[src/rtl/sbusfd_pkg.sv]
package sbusfd_pkg;

    localparam int unsigned NUM_CHANNELS_DEF = 16;
    localparam int unsigned CHANNEL_BITS     = 11;
    localparam int unsigned DATA_BYTES       = 22;
    localparam int unsigned POS_BITS         = 5;

    localparam logic [7:0] SYNC_BYTE     = 8'h0F;
    localparam logic [7:0] GAP_LIMIT_RST = 8'd2;
    localparam logic [7:0] GAP_MAX       = 8'hFF;

    // byte positions after the sync byte
    localparam logic [POS_BITS-1:0] FLAGS_POS = POS_BITS'(DATA_BYTES);

    localparam logic [7:0] END_BYTE_0 = 8'h00;
    localparam logic [7:0] END_BYTE_1 = 8'h04;
    localparam logic [7:0] END_BYTE_2 = 8'h14;
    localparam logic [7:0] END_BYTE_3 = 8'h24;
    localparam logic [7:0] END_BYTE_4 = 8'h34;

    localparam logic MODE_BYTE = 1'b0;
    localparam logic MODE_TICK = 1'b1;

    typedef enum logic {
        RX_SYNC,
        RX_DATA
    } t_rx_state;

    typedef struct packed {
        logic       mode;
        logic [7:0] rx_byte;
    } t_in_word;

    typedef struct packed {
        logic [3:0]              channel_index;
        logic [CHANNEL_BITS-1:0] channel_value;
        logic [7:0]              frame_flags;
        logic                    last_channel;
    } t_out_word;

    function automatic logic end_byte_ok(input logic [7:0] b);
        return (b == END_BYTE_0) || (b == END_BYTE_1) || (b == END_BYTE_2) ||
               (b == END_BYTE_3) || (b == END_BYTE_4);
    endfunction

endpackage

[src/rtl/sbusfd_front.sv]
module sbusfd_front #(
    parameter int unsigned FRAME_W = sbusfd_pkg::NUM_CHANNELS_DEF * sbusfd_pkg::CHANNEL_BITS
) (
    input  logic                 i_clk,
    input  logic                 i_rst_n,
    input  logic                 i_cfg_we,
    input  logic [7:0]           i_cfg_data,
    input  logic                 i_accept,
    input  sbusfd_pkg::t_in_word i_word,
    output logic                 o_push,
    output logic [FRAME_W-1:0]   o_frame,
    output logic [7:0]           o_flags
);

    localparam int unsigned STORE_W = sbusfd_pkg::DATA_BYTES * 8;

    sbusfd_pkg::t_rx_state r_state, n_state;
    logic [sbusfd_pkg::POS_BITS-1:0] r_pos, n_pos;
    logic [7:0] r_gap, n_gap;
    logic [7:0] r_gap_limit;
    logic [7:0] r_flags;
    logic [7:0] r_store [sbusfd_pkg::DATA_BYTES];
    logic [STORE_W-1:0] w_store_flat;

    logic w_byte, w_timeout, w_receiving, w_in_data, w_at_flags, w_at_end;
    logic [sbusfd_pkg::POS_BITS-1:0] w_pos_eff;

    assign w_byte      = i_accept && (i_word.mode == sbusfd_pkg::MODE_BYTE);
    assign w_timeout   = r_gap > r_gap_limit;
    assign w_receiving = (r_state == sbusfd_pkg::RX_DATA) && !w_timeout;
    assign w_pos_eff   = w_timeout ? '0 : r_pos;
    assign w_in_data   = w_byte && w_receiving &&
                         (w_pos_eff < sbusfd_pkg::FLAGS_POS);
    assign w_at_flags  = w_byte && w_receiving &&
                         (w_pos_eff == sbusfd_pkg::FLAGS_POS);
    assign w_at_end    = w_byte && w_receiving &&
                         (w_pos_eff > sbusfd_pkg::FLAGS_POS);

    // next state
    always_comb begin
        n_state = r_state;
        n_pos   = r_pos;
        if (w_byte) begin
            unique case (w_receiving)
                1'b0: begin
                    n_pos = '0;
                    if (i_word.rx_byte == sbusfd_pkg::SYNC_BYTE) begin
                        n_state = sbusfd_pkg::RX_DATA;
                    end else begin
                        n_state = sbusfd_pkg::RX_SYNC;
                    end
                end
                1'b1: begin
                    if (w_at_end) begin
                        n_state = sbusfd_pkg::RX_SYNC;
                        n_pos   = '0;
                    end else begin
                        n_state = sbusfd_pkg::RX_DATA;
                        n_pos   = w_pos_eff + 1'b1;
                    end
                end
                default: begin
                    n_state = sbusfd_pkg::RX_SYNC;
                end
            endcase
        end
    end

    // gap counter, saturating
    always_comb begin
        n_gap = r_gap;
        if (i_accept) begin
            if (i_word.mode == sbusfd_pkg::MODE_TICK) begin
                if (r_gap != sbusfd_pkg::GAP_MAX) begin
                    n_gap = r_gap + 1'b1;
                end
            end else begin
                n_gap = '0;
            end
        end
    end

    // outputs
    always_comb begin
        for (int i = 0; i < int'(sbusfd_pkg::DATA_BYTES); i++) begin
            w_store_flat[i*8 +: 8] = r_store[i];
        end
        o_push  = w_at_end && sbusfd_pkg::end_byte_ok(i_word.rx_byte);
        o_frame = w_store_flat[FRAME_W-1:0];
        o_flags = r_flags;
    end

    always_ff @(posedge i_clk) begin
        if (!i_rst_n) begin
            r_state     <= sbusfd_pkg::RX_SYNC;
            r_pos       <= '0;
            r_gap       <= '0;
            r_gap_limit <= sbusfd_pkg::GAP_LIMIT_RST;
            r_flags     <= '0;
        end else begin
            r_state <= n_state;
            r_pos   <= n_pos;
            r_gap   <= n_gap;
            if (i_cfg_we) begin
                r_gap_limit <= i_cfg_data;
            end
            if (w_at_flags) begin
                r_flags <= i_word.rx_byte;
            end
        end
    end

    // data bytes, written in arrival order
    always_ff @(posedge i_clk) begin
        if (w_in_data) begin
            r_store[w_pos_eff] <= i_word.rx_byte;
        end
    end

endmodule

[src/rtl/sbusfd_queue.sv]
module sbusfd_queue #(
    parameter int unsigned FRAME_W = sbusfd_pkg::NUM_CHANNELS_DEF * sbusfd_pkg::CHANNEL_BITS
) (
    input  logic               i_clk,
    input  logic               i_rst_n,
    input  logic               i_push,
    input  logic [FRAME_W-1:0] i_frame,
    input  logic [7:0]         i_flags,
    output logic               o_full,
    input  logic               i_pop,
    output logic               o_valid,
    output logic [FRAME_W-1:0] o_frame,
    output logic [7:0]         o_flags
);

    // two frame slots
    logic [FRAME_W-1:0] r_frame [2];
    logic [7:0]         r_flags [2];
    logic               r_wr_ptr, r_rd_ptr;
    logic [1:0]         r_count;
    logic               w_do_push, w_do_pop;

    assign o_full    = r_count[1];
    assign o_valid   = r_count != 2'd0;
    assign w_do_push = i_push && !o_full;
    assign w_do_pop  = i_pop && o_valid;
    assign o_frame   = r_frame[r_rd_ptr];
    assign o_flags   = r_flags[r_rd_ptr];

    always_ff @(posedge i_clk) begin
        if (!i_rst_n) begin
            r_wr_ptr <= 1'b0;
            r_rd_ptr <= 1'b0;
            r_count  <= '0;
        end else begin
            if (w_do_push) begin
                r_wr_ptr <= ~r_wr_ptr;
            end
            if (w_do_pop) begin
                r_rd_ptr <= ~r_rd_ptr;
            end
            if (w_do_push && !w_do_pop) begin
                r_count <= r_count + 1'b1;
            end else if (w_do_pop && !w_do_push) begin
                r_count <= r_count - 1'b1;
            end
        end
    end

    always_ff @(posedge i_clk) begin
        if (w_do_push) begin
            r_frame[r_wr_ptr] <= i_frame;
            r_flags[r_wr_ptr] <= i_flags;
        end
    end

endmodule

[src/rtl/sbusfd_back.sv]
module sbusfd_back #(
    parameter int unsigned NUM_CHANNELS = sbusfd_pkg::NUM_CHANNELS_DEF,
    parameter int unsigned FRAME_W      = NUM_CHANNELS * sbusfd_pkg::CHANNEL_BITS
) (
    input  logic                  i_clk,
    input  logic                  i_rst_n,
    input  logic                  i_valid,
    input  logic [FRAME_W-1:0]    i_frame,
    input  logic [7:0]            i_flags,
    output logic                  o_take,
    input  logic                  i_pop,
    output logic                  o_empty,
    output sbusfd_pkg::t_out_word o_word
);

    localparam logic [3:0] LAST_CH = 4'(NUM_CHANNELS - 1);

    logic                  r_busy;
    logic [FRAME_W-1:0]    r_shift;
    logic [7:0]            r_flags;
    logic [3:0]            r_cnt;
    logic                  r_out_valid;
    sbusfd_pkg::t_out_word r_out;
    logic                  w_adv, w_emit, w_last;

    assign w_adv   = !r_out_valid || i_pop;
    assign w_emit  = w_adv && r_busy;
    assign w_last  = r_cnt == LAST_CH;
    assign o_take  = !r_busy && i_valid;
    assign o_empty = !r_out_valid;
    assign o_word  = r_out;

    always_ff @(posedge i_clk) begin
        if (!i_rst_n) begin
            r_busy      <= 1'b0;
            r_cnt       <= '0;
            r_out_valid <= 1'b0;
        end else begin
            if (o_take) begin
                r_busy <= 1'b1;
                r_cnt  <= '0;
            end else if (w_emit) begin
                r_cnt <= r_cnt + 1'b1;
                if (w_last) begin
                    r_busy <= 1'b0;
                end
            end
            if (w_emit) begin
                r_out_valid <= 1'b1;
            end else if (w_adv) begin
                r_out_valid <= 1'b0;
            end
        end
    end

    // channel data: shift right one channel per word sent
    always_ff @(posedge i_clk) begin
        if (o_take) begin
            r_shift <= i_frame;
            r_flags <= i_flags;
        end else if (w_emit) begin
            r_shift <= r_shift >> sbusfd_pkg::CHANNEL_BITS;
        end
        if (w_emit) begin
            r_out.channel_index <= r_cnt;
            r_out.channel_value <= r_shift[sbusfd_pkg::CHANNEL_BITS-1:0];
            r_out.frame_flags   <= r_flags;
            r_out.last_channel  <= w_last;
        end
    end

endmodule

[src/rtl/sbus_frame_decoder.sv]
// S.BUS frame decoder: bytes and ms ticks in, one word per channel out.
// The end byte of a good frame is written to the frame queue, the back end takes
// the frame, then channel 0 appears on the registered outputs, then one channel
// word per cycle while pop keeps up. Throughput: one input word per cycle while full is low.
// Reset (i_rst_n low, synchronous): sync search, gap limit 2, queues empty.
module sbus_frame_decoder #(
    parameter int unsigned NUM_CHANNELS = sbusfd_pkg::NUM_CHANNELS_DEF
) (
    input  logic                  i_clk,
    input  logic                  i_rst_n,
    // input word queue side
    input  logic                  push,
    output logic                  full,
    input  sbusfd_pkg::t_in_word  i_in,
    // result word queue side
    output logic                  empty,
    input  logic                  pop,
    output sbusfd_pkg::t_out_word o_out,
    // gap limit register
    input  logic                  i_cfg_we,
    input  logic [7:0]            i_cfg_data
);

    // only the bits that carry the configured channels are kept per frame
    localparam int unsigned FRAME_W = NUM_CHANNELS * sbusfd_pkg::CHANNEL_BITS;

    logic               w_accept;
    logic               w_fr_push;
    logic [FRAME_W-1:0] w_fr_data;
    logic [7:0]         w_fr_flags;
    logic               w_q_full;
    logic               w_q_valid;
    logic [FRAME_W-1:0] w_q_frame;
    logic [7:0]         w_q_flags;
    logic               w_q_pop;

    // Input stalls only while both frame slots are taken; that keeps a good
    // end byte from ever arriving with nowhere to put its frame.
    assign full     = w_q_full;
    assign w_accept = push && !w_q_full;

    // Front: gap counter, sync search, byte collection, end byte check.
    sbusfd_front #(
        .FRAME_W (FRAME_W)
    ) u_front (
        .i_clk      (i_clk),
        .i_rst_n    (i_rst_n),
        .i_cfg_we   (i_cfg_we),
        .i_cfg_data (i_cfg_data),
        .i_accept   (w_accept),
        .i_word     (i_in),
        .o_push     (w_fr_push),
        .o_frame    (w_fr_data),
        .o_flags    (w_fr_flags)
    );

    // Two-deep frame queue decouples byte intake from channel output.
    sbusfd_queue #(
        .FRAME_W (FRAME_W)
    ) u_queue (
        .i_clk   (i_clk),
        .i_rst_n (i_rst_n),
        .i_push  (w_fr_push),
        .i_frame (w_fr_data),
        .i_flags (w_fr_flags),
        .o_full  (w_q_full),
        .i_pop   (w_q_pop),
        .o_valid (w_q_valid),
        .o_frame (w_q_frame),
        .o_flags (w_q_flags)
    );

    // Back: unpacks 11-bit channels LSB first into a registered output word.
    sbusfd_back #(
        .NUM_CHANNELS (NUM_CHANNELS),
        .FRAME_W      (FRAME_W)
    ) u_back (
        .i_clk   (i_clk),
        .i_rst_n (i_rst_n),
        .i_valid (w_q_valid),
        .i_frame (w_q_frame),
        .i_flags (w_q_flags),
        .o_take  (w_q_pop),
        .i_pop   (pop),
        .o_empty (empty),
        .o_word  (o_out)
    );

endmodule
[config.mk]
export PLATFORM = sky130hd
export DESIGN_NAME = sbus_frame_decoder
export DESIGN_NICKNAME = d
export VERILOG_FILES = /design/src/rtl/sbusfd_pkg.sv /design/src/rtl/sbusfd_front.sv /design/src/rtl/sbusfd_queue.sv /design/src/rtl/sbusfd_back.sv /design/src/rtl/sbus_frame_decoder.sv
export SDC_FILE = /design/constraint.sdc
export NUM_CORES = 1
export LEC_CHECK = 0
export CAP_MARGIN = 25
export CORE_MARGIN = 10
export CORE_UTILIZATION = 50
export CTS_BUF_LIST = sky130_fd_sc_hd__clkbuf_8
export DETAILED_ROUTE_END_ITERATION = 12
export DONT_BUFFER_PORTS = 1
export GPL_ROUTABILITY_DRIVEN = 0
export HOLD_SLACK_MARGIN = 0.06
export MAX_ROUTING_LAYER = met4
export PLACE_DENSITY_LB_ADDON = 0.15
export SLEW_MARGIN = 0
export SYNTH_ARGS = -nofsm -noshare
export SYNTH_HDL_FRONTEND = slang
export SYNTH_SLANG_ARGS = --single-unit
[constraint.sdc]
create_clock -name i_clk -period 14.9 [get_ports i_clk]
set_input_delay 0.745 -clock i_clk [delete_from_list [all_inputs] [get_ports i_clk]]
set_output_delay 0.745 -clock i_clk [all_outputs]
set_load 0.05 [all_outputs]
==> impl_results.html <==
<table>
<tr><th>Metric</th><th>Value</th></tr>
<tr><th colspan="2">Run status</th></tr>
<tr><td>Run status</td><td>completed</td></tr>
<tr><th colspan="2">Global route</th></tr>
<tr><td>Global-route wire length before repair</td><td>83.3 mm</td></tr>
<tr><td>Overflow after GRT</td><td>0</td></tr>
<tr><td>Initial antenna violation count</td><td>4</td></tr>
<tr><td>GR Util All Layers</td><td>16.8%</td></tr>
<tr><td>Number of global-route vias before repair</td><td>14,215</td></tr>
<tr><td>Maximum number of pins on one net before global-route repair</td><td>205</td></tr>
<tr><th colspan="2">Pwr</th></tr>
<tr><td>Leakage Power</td><td>10.6 nW</td></tr>
<tr><td>Power, Total</td><td>5.62 mW</td></tr>
<tr><td>Largest vdd supply drop</td><td>0.195 mV</td></tr>
<tr><td>Total power divided by cell area</td><td>176 mW/mm^2</td></tr>
<tr><th colspan="2">Synthesis</th></tr>
<tr><td>Post-synthesis cell count</td><td>1,623</td></tr>
<tr><td>Number of enable flip-flop cells after synthesis</td><td>752</td></tr>
<tr><td>Count leader, synth</td><td>edfxtp_1</td></tr>
<tr><td>Top cell types by occurrence after synthesis</td><td>752 x edfxtp_1, 199 x nand2_1, 194 x mux2i_1</td></tr>
<tr><td>Number of synthesized register bits</td><td>793</td></tr>
<tr><td>Main synth FF type</td><td>edfxtp_1</td></tr>
<tr><td>Net count after synthesis</td><td>1,660</td></tr>
<tr><td>Total standard cell area after synthesis</td><td>0.0285 mm^2</td></tr>
<tr><td>Post-synth ARST share</td><td>0%</td></tr>
<tr><td>Count of different cell masters after synthesis</td><td>50</td></tr>
<tr><td>Sequential fraction of the synthesis area</td><td>82.1%</td></tr>
<tr><td>Largest cells by area after synthesis</td><td>edfxtp_1 79%, mux2i_1 6.8%, o21ai_0 3.0%</td></tr>
<tr><td>Cell type contributing the most total cell area after synthesis</td><td>edfxtp_1</td></tr>
<tr><td>Synthesis warning total</td><td>0</td></tr>
<tr><td>Syn_area_per_cell</td><td>17.6 um^2</td></tr>
<tr><td>Area share of the largest cell type after synthesis</td><td>79.2%</td></tr>
<tr><th colspan="2">CTS</th></tr>
<tr><td>CTS clk-pin slew, worst paths</td><td>0.06 ns</td></tr>
<tr><td>Num CTS Buffers</td><td>120</td></tr>
<tr><td>CTS max path bufs</td><td>3</td></tr>
<tr><td>Number of buffers inserted by hold repair at cts</td><td>10</td></tr>
<tr><td>TritonCTS clock tree</td><td>built</td></tr>
<tr><td>Count of H-tree levels built during CTS</td><td>3</td></tr>
<tr><td>Root buffer cell</td><td>clkbuf_8</td></tr>
<tr><td>Count of instances resized after the clock tree is built</td><td>0</td></tr>
<tr><td>Source-to-sink clock delay at the later pin of the worst-skew pair</td><td>0.72 ns</td></tr>
<tr><td>Post-CTS Setup Bufs</td><td>0</td></tr>
<tr><td>Clock sink count</td><td>793</td></tr>
<tr><th colspan="2">STA</th></tr>
<tr><td>Max-slew violation total from the final report</td><td>0</td></tr>
<tr><td>Number of setup violations in the final report</td><td>0</td></tr>
<tr><td>RSZ-0062 raised after global routing</td><td>no</td></tr>
<tr><td>Worst relative slew slack</td><td>27.5%</td></tr>
<tr><td>F_max</td><td>0.180 GHz</td></tr>
<tr><td>Final critical path time including I/O delays and setup</td><td>5.54 ns</td></tr>
<tr><td>Final hold vios</td><td>0</td></tr>
<tr><td>Worst slew pin tran</td><td>1.09 ns</td></tr>
<tr><td>Final clock period utilization by the worst path</td><td>37.2%</td></tr>
<tr><td>Tightest hold margin</td><td>0.137 ns</td></tr>
<tr><td>Setup TNS after final layout</td><td>0 ns</td></tr>
<tr><td>Post-route clock skew</td><td>0.0510 ns</td></tr>
<tr><th colspan="2">Worst hold path</th></tr>
<tr><td>Hold Path Cell Cnt</td><td>0</td></tr>
<tr><td>Worst min path class</td><td>in -&gt; reg</td></tr>
<tr><td>Worst Hold Path EP</td><td>u_front.r_store[13][4]</td></tr>
<tr><td>Hold Crit Start</td><td>i_in[4]</td></tr>
<tr><th colspan="2">Floorplan</th></tr>
<tr><td>Vertical extent of the die</td><td>259 um</td></tr>
<tr><td>Horizontal die dimension</td><td>259 um</td></tr>
<tr><td>Placeable core region</td><td>0.0564 mm^2</td></tr>
<tr><td>Initial Utilization</td><td>50.5%</td></tr>
<tr><td>Standard-cell rows</td><td>87</td></tr>
<tr><td>IO Pins</td><td>48</td></tr>
<tr><td>Total die area</td><td>0.0669 mm^2</td></tr>
<tr><th colspan="2">Routing</th></tr>
<tr><td>Routed Wire Length</td><td>54.1 mm</td></tr>
<tr><td>DRC</td><td>0</td></tr>
<tr><td>Routed metal-1 wire length</td><td>23.5 mm</td></tr>
<tr><td>Mean number of vias per cell</td><td>5.25</td></tr>
<tr><td>Violation count after the first detailed-routing iteration</td><td>945</td></tr>
<tr><td>Routed wire length per instance</td><td>21.0 um</td></tr>
<tr><td>Vias</td><td>13,524</td></tr>
<tr><td>Top layer in use</td><td>met4</td></tr>
<tr><td>Met3 wire length</td><td>2.52 mm</td></tr>
<tr><td>Final ANT Viol Nets</td><td>0</td></tr>
<tr><td>First-pass iteration count of the detailed router</td><td>5</td></tr>
<tr><td>Met2 WL</td><td>26.8 mm</td></tr>
<tr><th colspan="2">Critical path</th></tr>
<tr><td>Crit start category</td><td>register</td></tr>
<tr><td>Worst-path fanout max</td><td>59</td></tr>
<tr><td>Worst Setup Path Type</td><td>reg -&gt; reg</td></tr>
<tr><td>Cells along the critical path</td><td>ha_1 &gt; nand4_1 &gt; o21ai_1 &gt; and3_1 &gt; inv_1 &gt; ha_1 &gt; and3b_1 &gt; o21a_1 &gt; o2111a_1 &gt; and3_4 &gt; buf_4 &gt; buf_16 &gt; buf_4</td></tr>
<tr><td>Slowest stage delay, CP</td><td>0.80 ns</td></tr>
<tr><td>Worst reg2reg startpoint</td><td>u_front.r_gap[6]</td></tr>
<tr><td>Required time worst endpoint</td><td>15.22 ns</td></tr>
<tr><td>Slowest cell on the critical path</td><td>and3_4</td></tr>
<tr><td>Path depth of the worst reg2reg path</td><td>13</td></tr>
<tr><td>Endpoint of the lowest-slack register-to-register path</td><td>u_queue.r_frame[1][56]</td></tr>
<tr><td>Setup slack, reg-to-reg</td><td>9.36 ns</td></tr>
<tr><td>CP Data Arrival Time</td><td>5.86 ns</td></tr>
<tr><td>Crit. End Element</td><td>register</td></tr>
<tr><th colspan="2">Layout</th></tr>
<tr><td>Diode insertion count for antenna repair</td><td>0</td></tr>
<tr><td>Post-route cell area</td><td>0.0319 mm^2</td></tr>
<tr><td>Area growth from synthesis to final layout</td><td>11.8%</td></tr>
<tr><td>Net count of the finished layout</td><td>1,751</td></tr>
<tr><td>Share of post-route cells with drive strength above 1</td><td>11.1%</td></tr>
<tr><td>Final cell count without fillers</td><td>2,574</td></tr>
<tr><td>Fill cells</td><td>4,470</td></tr>
<tr><th colspan="2">Flow run</th></tr>
<tr><td>Reported max-cap violation count</td><td>0</td></tr>
<tr><th colspan="2">Place</th></tr>
<tr><td>Cell Count Post-Placement</td><td>2,335</td></tr>
<tr><td>Count of buffers inserted at the top-level ports</td><td>0</td></tr>
<tr><td>Total cell area at the placement stage</td><td>0.0295 mm^2</td></tr>
<tr><td>HPWL Detailed</td><td>28.0 mm</td></tr>
</table>
[area by class of cell]
cell class	count	area, um^2	area share (%)
clock buffer	129	1780	5.57
clock inverter	97	429	1.35
inverter	19	71.3	0.224
multi-input combinational	739	4840	15.2
sequential	793	23400	73.4
tap	756	946	2.97
timing repair buffer	41	409	1.28
[state kept, by name, indices dropped and copies added, names as in the netlist, named ones only]
signal,flops
u_back.o_word,24
u_back.r_out_valid,1
u_front.o_flags,8
u_queue.r_flags,16
u_front.r_pos,5
u_queue.r_count,2
u_front.r_store,176
u_back.r_cnt,4
u_back.r_shift,176
u_queue.r_frame,352
u_queue.r_rd_ptr,1
u_front.r_state,1
u_queue.r_wr_ptr,1
u_front.r_gap,8
u_front.r_gap_limit,8
u_back.r_busy,1
u_back.r_flags,8
[worst max-delay path by stage]
| stage | to | slack (ns) | cells after the start | startpoint |
|---|---|---|---|---|
| floorplan | u_queue.r_flags[0][0] | 4.90 | 12 | u_front.r_gap_limit[7] |
| global placement | u_queue.r_frame[1][15] | 9.20 | 13 | u_front.r_gap_limit[7] |
| detailed placement | u_queue.r_frame[1][15] | 9.35 | 14 | u_front.r_gap_limit[7] |
| CTS | u_queue.r_frame[1][56] | 9.29 | 14 | u_front.r_gap_limit[7] |
| global route | u_queue.r_frame[1][56] | 8.96 | 15 | u_front.r_gap_limit[6] |
| finish | u_queue.r_frame[1][56] | 9.36 | 13 | u_front.r_gap[6] |
[cell families (layout without fill, tap and decap cells)]
kind of cell	after synthesis	in the layout	synth area share, %
xor gates and xnor gates	9	9	0.277
adders and majority gates	15	15	0.659
DFF	793	793	82.1
buffers and inverters	91	286	1.21
muxes	202	202	7.13
AOI/OAI and AO/OA	201	201	3.73
and+or+nand+nor	312	312	4.88
[metal layers]
metal  track usage [%]  vias up
met5                 -        -
met4              5.85        0
met3              3.75      111
met2              27.0      241
met1              20.9     6793
li1                  -     6379
[stage by stage]
stage | utilization, % | setup WS, ns
after floorplan | - | 4.90
after global placement | 52.2 | 9.20
after detailed placement | 52.4 | 9.35
after CTS | 56.4 | 9.29
after global routing | 56.5 | 8.96
final | 56.5 | 9.36
[cells in the final DEF (no fill, tap or decap), types with 5 or more instances in the layout]
cell type	n
mux2i_1	194
nand2_1	199
inv_1	57
edfxtp_1	752
buf_4	25
ha_1	15
and4_1	6
dlygate4sd3_1	10
and2_1	5
nor3_1	11
nor2_1	40
clkinv_1	44
and3_1	5
o21ai_0	171
nand2b_1	8
mux2_2	8
nand4_1	7
dfxtp_1	40
clkinv_2	10
xor2_1	5
clkbuf_8	129
a21oi_1	11
[critical path: cells and delay by family (launching register included)]
kind,cells,cell delay [ns]
compound gates,3,1.02
buf+inv,4,1.53
flops,1,0.35
simple gates,4,1.56
fa+ha+maj,2,0.59
[power breakdown]
group          internal, mW  switching, mW  total (mW)
sequential             2.95          0.173        3.12
combinational         0.251          0.631       0.883
clock                 0.814          0.796        1.61
Power figures use the tool's default switching activity.
